[src/hdl/orm_pkg.sv]
// Package for the optimal replacement miss counter.
// Shared constants, cell control struct and selection modes; no dependencies.
package orm_pkg;

    localparam int MAX_SLOTS    = 16;
    localparam int MAX_REQUESTS = 128;
    localparam int ID_W         = 16;
    localparam int LEN_W        = $clog2(MAX_REQUESTS + 1);
    localparam int ADDR_W       = $clog2(MAX_REQUESTS);
    localparam int DRV_W        = 5;
    localparam int CNT_W        = 8;

    typedef enum logic [2:0] {
        SEL_FREE   = 3'b001,
        SEL_ACTIVE = 3'b010,
        SEL_UNF    = 3'b100
    } sel_mode_t;

    typedef struct packed {
        logic              clear;
        logic              scan_init;
        logic              scan_cmp;
        logic              install;
        sel_mode_t         mode;
        logic [ID_W-1:0]   x;
        logic [ID_W-1:0]   cmp_id;
    } cell_ctrl_t;

endpackage

[src/hdl/orm_cell.sv]
// One slot cell: holds an entry, its valid bit and its not-yet-requested flag.
// Passes the selection token to its neighbour. Depends on orm_pkg.
module orm_cell (
    input  logic              clk,
    input  logic              rst_n,
    input  orm_pkg::cell_ctrl_t ctrl,
    input  logic              active,
    input  logic              take_in,
    output logic              take_out,
    output logic              hit,
    output logic              occupied,
    output logic              unf_out
);
    import orm_pkg::*;

    logic [ID_W-1:0] content_reg;
    logic            valid_reg;
    logic            unf_reg;
    logic            unf_n;
    logic            cand;
    logic            sel;

    assign hit      = valid_reg && (content_reg == ctrl.x);
    assign occupied = valid_reg || !active;
    assign unf_n    = ctrl.scan_cmp ? (unf_reg && (content_reg != ctrl.cmp_id)) : unf_reg;
    assign unf_out  = unf_n;

    always_comb
    begin
        case (ctrl.mode)
            SEL_FREE:   cand = active && !valid_reg;
            SEL_ACTIVE: cand = active;
            SEL_UNF:    cand = unf_n;
            default:    cand = 1'b0;
        endcase
    end

    assign sel      = take_in && cand;
    assign take_out = take_in && !cand;

    always_ff @(posedge clk or negedge rst_n)
    begin
        if (!rst_n)
        begin
            valid_reg <= 1'b0;
            unf_reg   <= 1'b0;
        end
        else
        begin
            if (ctrl.clear)
                valid_reg <= 1'b0;
            else if (ctrl.install && sel)
                valid_reg <= 1'b1;
            if (ctrl.scan_init)
                unf_reg <= active;
            else if (ctrl.scan_cmp)
                unf_reg <= unf_n;
        end
    end

    always_ff @(posedge clk)
    begin
        if (ctrl.install && sel)
            content_reg <= ctrl.x;
    end

endmodule

[src/hdl/optimal_replacement_miss_count_top.sv]
// Optimal replacement miss counter: request memory, sequencer, row of slot cells.
// Load writes each request to the memory. Compute: fetch and check per request, plus
// a read and a compare per future request scanned on an eviction (single read port).
// The result strobes in the cycle after compute ends; the receiver cannot stall.
// Reset (rst_n, async, low) empties the sequence, clears slots and sets nd_reg to 1.
module optimal_replacement_miss_count_top (
    input  logic                        clk,
    input  logic                        rst_n,
    input  logic                        start,
    output logic                        busy,
    input  logic [15:0]                 request_id,
    input  logic                        last_request,
    input  logic                        cfg_we,
    input  logic [orm_pkg::DRV_W-1:0]   cfg_wdata,
    output logic                        done,
    output logic [7:0]                  miss_count,
    output logic                        overflow
);
    import orm_pkg::*;

    typedef enum logic [4:0] {
        ST_LOAD  = 5'b00001,
        ST_FETCH = 5'b00010,
        ST_CHECK = 5'b00100,
        ST_SREAD = 5'b01000,
        ST_SCMP  = 5'b10000
    } state_t;

    state_t            state_reg, state_next;
    logic [DRV_W-1:0]  nd_reg;
    logic [DRV_W-1:0]  nd_eff;
    logic [LEN_W-1:0]  len_reg, len_next;
    logic              ovf_reg, ovf_next;
    logic [LEN_W-1:0]  i_reg, i_next;
    logic [LEN_W-1:0]  j_reg, j_next;
    logic [CNT_W-1:0]  miss_reg, miss_next;
    logic [ID_W-1:0]   x_reg, x_next;
    logic              done_reg, done_next;
    logic [CNT_W-1:0]  cnt_out_reg;
    logic              ovf_out_reg;

    logic [ID_W-1:0]   mem [MAX_REQUESTS];
    logic [ID_W-1:0]   rdata_reg;
    logic [ADDR_W-1:0] rd_addr;
    logic              wr_en;

    cell_ctrl_t        ctrl;
    logic [MAX_SLOTS:0]   take;
    logic [MAX_SLOTS-1:0] hit_v, occ_v, unf_v, active_v;

    always_comb
    begin
        if (nd_reg == '0)
            nd_eff = DRV_W'(1);
        else if (nd_reg > DRV_W'(MAX_SLOTS))
            nd_eff = DRV_W'(MAX_SLOTS);
        else
            nd_eff = nd_reg;
    end

    genvar g;
    generate
        for (g = 0; g < MAX_SLOTS; g++)
        begin : g_cell
            assign active_v[g] = (DRV_W'(g) < nd_eff);
            orm_cell u_cell (
                .clk      (clk),
                .rst_n    (rst_n),
                .ctrl     (ctrl),
                .active   (active_v[g]),
                .take_in  (take[g]),
                .take_out (take[g+1]),
                .hit      (hit_v[g]),
                .occupied (occ_v[g]),
                .unf_out  (unf_v[g])
            );
        end
    endgenerate
    assign take[0] = 1'b1;

    assign busy = (state_reg != ST_LOAD);
    assign wr_en = (state_reg == ST_LOAD) && start && (len_reg < LEN_W'(MAX_REQUESTS));
    assign rd_addr = (state_reg == ST_SREAD) ? j_reg[ADDR_W-1:0] : i_reg[ADDR_W-1:0];

    always_ff @(posedge clk)
    begin
        if (wr_en)
            mem[len_reg[ADDR_W-1:0]] <= request_id;
        rdata_reg <= mem[rd_addr];
    end

    always_comb
    begin
        state_next = state_reg;
        len_next   = len_reg;
        ovf_next   = ovf_reg;
        i_next     = i_reg;
        j_next     = j_reg;
        miss_next  = miss_reg;
        x_next     = x_reg;
        done_next  = 1'b0;
        ctrl       = '0;
        ctrl.mode  = SEL_FREE;
        ctrl.x     = x_reg;
        ctrl.cmp_id = rdata_reg;
        unique case (state_reg)
            ST_LOAD:
            begin
                if (start)
                begin
                    if (len_reg < LEN_W'(MAX_REQUESTS))
                        len_next = len_reg + LEN_W'(1);
                    else
                        ovf_next = 1'b1;
                    if (last_request)
                    begin
                        ctrl.clear = 1'b1;
                        i_next     = '0;
                        miss_next  = '0;
                        state_next = ST_FETCH;
                    end
                end
            end
            ST_FETCH:
            begin
                if (i_reg >= len_reg)
                begin
                    done_next  = 1'b1;
                    len_next   = '0;
                    ovf_next   = 1'b0;
                    state_next = ST_LOAD;
                end
                else
                    state_next = ST_CHECK;
            end
            ST_CHECK:
            begin
                ctrl.x = rdata_reg;
                x_next = rdata_reg;
                if (|hit_v)
                begin
                    i_next     = i_reg + LEN_W'(1);
                    state_next = ST_FETCH;
                end
                else
                begin
                    if (miss_reg != '1)
                        miss_next = miss_reg + CNT_W'(1);
                    if (!(&occ_v))
                    begin
                        // fill the lowest free slot
                        ctrl.install = 1'b1;
                        i_next       = i_reg + LEN_W'(1);
                        state_next   = ST_FETCH;
                    end
                    else if (nd_eff == DRV_W'(1) || (i_reg + LEN_W'(1)) >= len_reg)
                    begin
                        // one slot or no future to scan: evict the lowest slot
                        ctrl.mode    = SEL_ACTIVE;
                        ctrl.install = 1'b1;
                        i_next       = i_reg + LEN_W'(1);
                        state_next   = ST_FETCH;
                    end
                    else
                    begin
                        ctrl.scan_init = 1'b1;
                        j_next         = i_reg + LEN_W'(1);
                        state_next     = ST_SREAD;
                    end
                end
            end
            ST_SREAD:
            begin
                state_next = ST_SCMP;
            end
            ST_SCMP:
            begin
                ctrl.scan_cmp = 1'b1;
                ctrl.mode     = SEL_UNF;
                // one slot left unrequested, or scan exhausted: evict lowest unrequested
                if ($onehot(unf_v) || (j_reg + LEN_W'(1)) >= len_reg)
                begin
                    ctrl.install = 1'b1;
                    i_next       = i_reg + LEN_W'(1);
                    state_next   = ST_FETCH;
                end
                else
                begin
                    j_next     = j_reg + LEN_W'(1);
                    state_next = ST_SREAD;
                end
            end
            default:
            begin
                state_next = ST_LOAD;
            end
        endcase
    end

    always_ff @(posedge clk or negedge rst_n)
    begin
        if (!rst_n)
        begin
            state_reg <= ST_LOAD;
            nd_reg    <= DRV_W'(1);
            len_reg   <= '0;
            ovf_reg   <= 1'b0;
            i_reg     <= '0;
            j_reg     <= '0;
            miss_reg  <= '0;
            done_reg  <= 1'b0;
        end
        else
        begin
            state_reg <= state_next;
            if (cfg_we)
                nd_reg <= cfg_wdata;
            len_reg   <= len_next;
            ovf_reg   <= ovf_next;
            i_reg     <= i_next;
            j_reg     <= j_next;
            miss_reg  <= miss_next;
            done_reg  <= done_next;
        end
    end

    always_ff @(posedge clk)
    begin
        x_reg <= x_next;
        if (done_next)
        begin
            cnt_out_reg <= miss_reg;
            ovf_out_reg <= ovf_reg;
        end
    end

    assign done       = done_reg;
    assign miss_count = cnt_out_reg;
    assign overflow   = ovf_out_reg;

`ifndef SYNTH
    a_done_after_busy: assert property (@(posedge clk) disable iff (!rst_n)
        done |-> $past(busy))
        else $error("result without a preceding computation");
    a_len_bound: assert property (@(posedge clk) disable iff (!rst_n)
        len_reg <= LEN_W'(MAX_REQUESTS))
        else $error("sequence length beyond store depth");
    a_done_clears: assert property (@(posedge clk) disable iff (!rst_n)
        done |-> (len_reg == '0 && !ovf_reg && !busy))
        else $error("sequence not emptied after result");
`endif

endmodule

[config.mk]
export PLATFORM = sky130hd
export DESIGN_NAME = optimal_replacement_miss_count_top
export DESIGN_NICKNAME = d
export VERILOG_FILES = /design/src/hdl/orm_pkg.sv /design/src/hdl/orm_cell.sv /design/src/hdl/optimal_replacement_miss_count_top.sv
export SDC_FILE = /design/constraint.sdc
export NUM_CORES = 2
export LEC_CHECK = 0
export CAP_MARGIN = 20
export CORE_MARGIN = 5
export CORE_UTILIZATION = 45
export DETAILED_ROUTE_END_ITERATION = 6
export DONT_BUFFER_PORTS = 1
export SETUP_SLACK_MARGIN = 0.4
export SLEW_MARGIN = 0
export SYNTH_ARGS = -nofsm -noshare
export SYNTH_HDL_FRONTEND = slang
export SYNTH_HIERARCHICAL = 1
export SYNTH_SLANG_ARGS = --single-unit
[constraint.sdc]
create_clock -name clk -period 14.61 [get_ports clk]
set_input_delay 1.461 -clock clk [delete_from_list [all_inputs] [get_ports clk]]
set_output_delay 1.461 -clock clk [all_outputs]
set_load 0.05 [all_outputs]
# [After elaboration in Yosys (flattened, before gate mapping)]
# Memory sizes are Yosys's and may differ from the RTL's. A register that Yosys moved wholly into a read port is not among the register bits.
# Index checks and enable logic that the tools add are counted.
[word_totals] ff_bits=357 ramBits=2048 in_bits=26 output_inout_bits=11 elab_cells=495 memories=1
[classes] add_sub_neg=19 magnitude_cmp=21 eq_ne=56 mux=149 reduce_logical=190
[mem_list] memory="mem" words=128 width=16 read_ports=1 rd_clocked_by_memory_dff=1 wr=1 line_no="optimal_replacement_miss_count_top.sv:42" text="logic [ID_W-1:0] mem [MAX_REQUESTS];"
[ops] op="$eq 16x16->1" count=16
[ops] op="$ne 16x16->1" count=16
[ops] op="$mux 8" count=15
[ops] op="$mux 1" count=97
[ops] op="$logic_and 1x1->1" count=95
[ops] op="$pmux 1 s3" count=16
[ops] op="$pmux 8 s2" count=3
[ops] op="$logic_not 1->1" count=47
[ops] op="$lt 4x5->1 const A" count=8
[ops] op="$reduce_bool 2->1" count=20
[ops] op="$add 8x1->8 const B" count=4
[ops] op="$mux 5" count=6
[ops] op="$pmux 5 s5" count=1
[ops] op="$ge 8x8->1" count=3
[ops] op="$pmux 8 s3" count=1
[ops] op="$lt 3x5->1 const A" count=4
[ops] op="$ne 2x2->1 const B" count=10
[ops] op="$logic_or 1x1->1" count=18
[ops] op="$add 1x1->2" count=8
[ops] op="$mux 16" count=1
[ops] op="$mux 4" count=4
[ops] op="$reduce_and 16->1" count=1
[ops] op="$reduce_or 16->1" count=1
[ops] op="$eq 5x1->1 const B" count=3
[ops] op="27 further kinds" count=37

# [Logic depth before layout (Yosys ltp)]
[depth] ltp_word=32 ltp_mapped=36

# [By module]
# Netlist, hierarchy kept.
[modules_own_cells] mod="optimal_replacement_miss_count_top" instances=1 cells_each=5608 area_per_inst_um2=84881.4 seq_area_each_um2=63513.4
[modules_own_cells] mod="orm_cell" instances=16 cells_each=82 area_per_inst_um2=984.7 seq_area_each_um2=530.5

# [Least setup slack after synthesis]
# Ideal clock, no wire load.
[synth_timing] kind="reg2reg" start="register state_reg[1]" end="register g_cell[15].u_cell.content_reg[0], enable pin" setup_ns=0.411 t_arrival_ns=10.810 path_slack_ns=3.389 path_stages_with_launch=35 synth_period_minus_slack_ns=11.221 path_cell_list="dfrtp_1 -> nor3_1 -> clkbuf_1 -> nand2_1 -> clkbuf_1 -> clkbuf_1 -> mux2_2 -> xor2_1 -> nor4_1 -> nand4_1 -> nor4_1 -> nor4_1 -> nand4_1 -> or3_1 -> a31oi_1 -> nor2_1 -> nor3b_1 -> o21ai_0 -> o211a_1 -> o211a_1 -> o211a_1 -> o211a_1 -> o211a_1 -> o211a_1 -> o211a_1 -> o211a_1 -> o211a_1 -> o211a_1 -> o211a_1 -> o211a_1 -> o211a_1 -> o211a_1 -> o211a_1 -> nand2_1 -> o21ai_0"
[synth_lines] item="from (decl)" line_no="optimal_replacement_miss_count_top.sv:29" text="state_t state_reg, state_next;"
[synth_lines] item="from (signal assigned)" line_no="optimal_replacement_miss_count_top.sv:215" text="state_reg <= state_next;"
[synth_lines] item="to (signal assigned)" line_no="orm_cell.sv:64" text="content_reg <= ctrl.x;"
[synth_lines] item="to (decl)" line_no="orm_cell.sv:16" text="logic [ID_W-1:0] content_reg;"

==> results.sh <==
export IMPL_status="finished clean"
export IMPL_gp_congestion=0.888
export IMPL_cts_root_buffer_cell="clkbuf_16"
export IMPL_synthCells=6919
export IMPL_wirelength_mm=305
export IMPL_netlist_area_mm2=0.101
export IMPL_relSlewSlack=0.174
export IMPL_portBuffers=0
export IMPL_die_y_um=483
export IMPL_cts_buffers=274
export IMPL_hold_viol_final=0
export IMPL_fin_crit_sh=0.679
export IMPL_hp_class="input port to asynchronous set/reset pin"
export IMPL_final_area_mm2=0.113
export IMPL_grt_max_degree=170
export IMPL_dp_hpwl_mm=179
export IMPL_start_util=0.453
export IMPL_vias=62600
export IMPL_clk_pin_slew_ps=60
export IMPL_cp_start_kind="flip-flop"
export IMPL_max_stage_delay_ps=710
export IMPL_drv_cap=0
export IMPL_grt_setup_unrepaired="false"
export IMPL_tns_ps=0
export IMPL_drcViolationCount=0
export IMPL_cp_max_fo=49
export IMPL_row_count=173
export IMPL_power_total_uw=18300
export IMPL_largest_register_ffs=2048
export IMPL_crit_buf_inv=4
export IMPL_clock_sinks=2421
export IMPL_first_iter_violations=7631
export IMPL_finalClockSkew_ps=81.8
export IMPL_area_growth_pct=12.7
export IMPL_clk_latency_ps=940
export IMPL_grt_pass1_wl_mm=439
export IMPL_tightest_slew_ps=1230
export IMPL_grt_pass1_vias=60400
export IMPL_dr_pass1_iters=7
export IMPL_h_tree_depth=5
export IMPL_end_kind="flip-flop"
export IMPL_syn_area_per_cell_um2=14.5
export IMPL_wire_per_inst_um=29.6
export IMPL_finalCriticalPeriod_ps=9930
export IMPL_cp_common_cell="o211a_1"
export IMPL_setup_slack_ps=4680
export IMPL_overflow=0
export IMPL_io_pins=37
export IMPL_grtUsageTotal=0.258
export IMPL_viasPerCell=6.08
export IMPL_dieArea_mm2=0.233
export IMPL_synth_warning_count=6
export IMPL_cp_slowest_cell="mux2_2"
export IMPL_cts_resized=0
export IMPL_p_per_area_mw_per_mm2=162
export IMPL_whs_ps=299
export IMPL_grt_antenna_before_repair=17
export IMPL_final_nets=7205
export IMPL_ant_nets=0
export IMPL_crit_family="compound AO/OA/AOI/OAI gates"
export IMPL_arrival_ps=10480
export IMPL_drive_gt1_frac=0.116
export IMPL_drv_slew=0
export IMPL_critical_path_required_ps=15170
export IMPL_placed_cell_area_mm2=0.105
export IMPL_cts_max_path_buffers=4
export IMPL_path_class="flip-flop to flip-flop"
export IMPL_cts_tree="yes"
export IMPL_ctsHoldBuffers=0
export IMPL_core_mm2=0.222
export IMPL_p_leak_uw=0.0379
export IMPL_num_fill_cells=18500
export IMPL_post_cts_setup_buffers=0
export IMPL_max_vdd_ir_drop_mv=0.145
export IMPL_die_w_um=483
export IMPL_timing_fmax_mhz=101
export IMPL_preCtsSetupSlack_ps=4920
export IMPL_setup_viol=0
==> metrics by stage <==
step           std cells   util
2_1_floorplan       6924      -
3_3_place_gp        9825  0.473
3_5_place_dp        9830  0.474
4_1_cts            10300  0.510
5_1_grt            10300  0.510
6_report           10300  0.510
==> final timing paths <==
check	from	to	slack [ps]	depth (start not counted)
max in group asynchronous	rst_n	state_reg[0]	13980	0
min	rst_n	miss_reg[0]	300	0
min reg2reg	miss_reg[5]	miss_count[5]	490	0
min in group clk	miss_reg[5]	miss_count[5]	490	0
max reg2reg	state_reg[1]	g_cell[15].u_cell/content_reg[8]	4680	37
max	state_reg[1]	g_cell[15].u_cell/content_reg[8]	4680	37
==> power breakdown <==
part | switching, µW | internal, µW | leakage, µW | total, µW
combinational | 2790 | 1290 | 0.0120 | 4080
clock | 2660 | 3640 | 0.00391 | 6300
sequential | 73.7 | 7860 | 0.0220 | 7940
==> routing by layer <==
metal	wire length [µm]	global-route usage
met1	121000	0.355
met2	142000	0.407
met3	28100	0.0494
met4	13800	0.103
met5	183	0
==> cells in the final DEF, fill, tap and decap left out, types with 23 or more instances in the layout <==
cell type,instances
mux2i_1,255
nand2_1,1093
a22oi_1,23
mux4_2,103
nor2b_1,35
a32oi_1,37
buf_4,266
o21ai_0,146
and3_1,80
o221ai_1,24
xnor2_1,222
a311oi_1,31
a221oi_1,36
ha_1,33
a31oi_1,86
clkinv_1,55
dfxtp_1,32
clkbuf_1,61
a21oi_1,239
clkinv_2,33
mux2_2,40
inv_1,57
a211oi_1,76
o22ai_1,80
dfrtp_1,74
nor2_1,240
nor4_1,102
nand2b_1,27
nor3_1,54
clkbuf_16,279
edfxtp_1,2313
xor2_1,312
nand4_1,109
nand3_1,293
==> layout make-up <==
type / instances / area [µm²] / area share
timing repair buffer: 280 / 2260 / 0.0200
clock buffer: 345 / 7280 / 0.0642
antenna: 11 / 27.5 / 0.000243
inverter: 60 / 225 / 0.00199
clock inverter: 107 / 709 / 0.00626
multi-input combinational: 4099 / 27200 / 0.239
tap: 2975 / 3720 / 0.0328
sequential: 2421 / 72000 / 0.635
(Power assumes the default switching activity.)
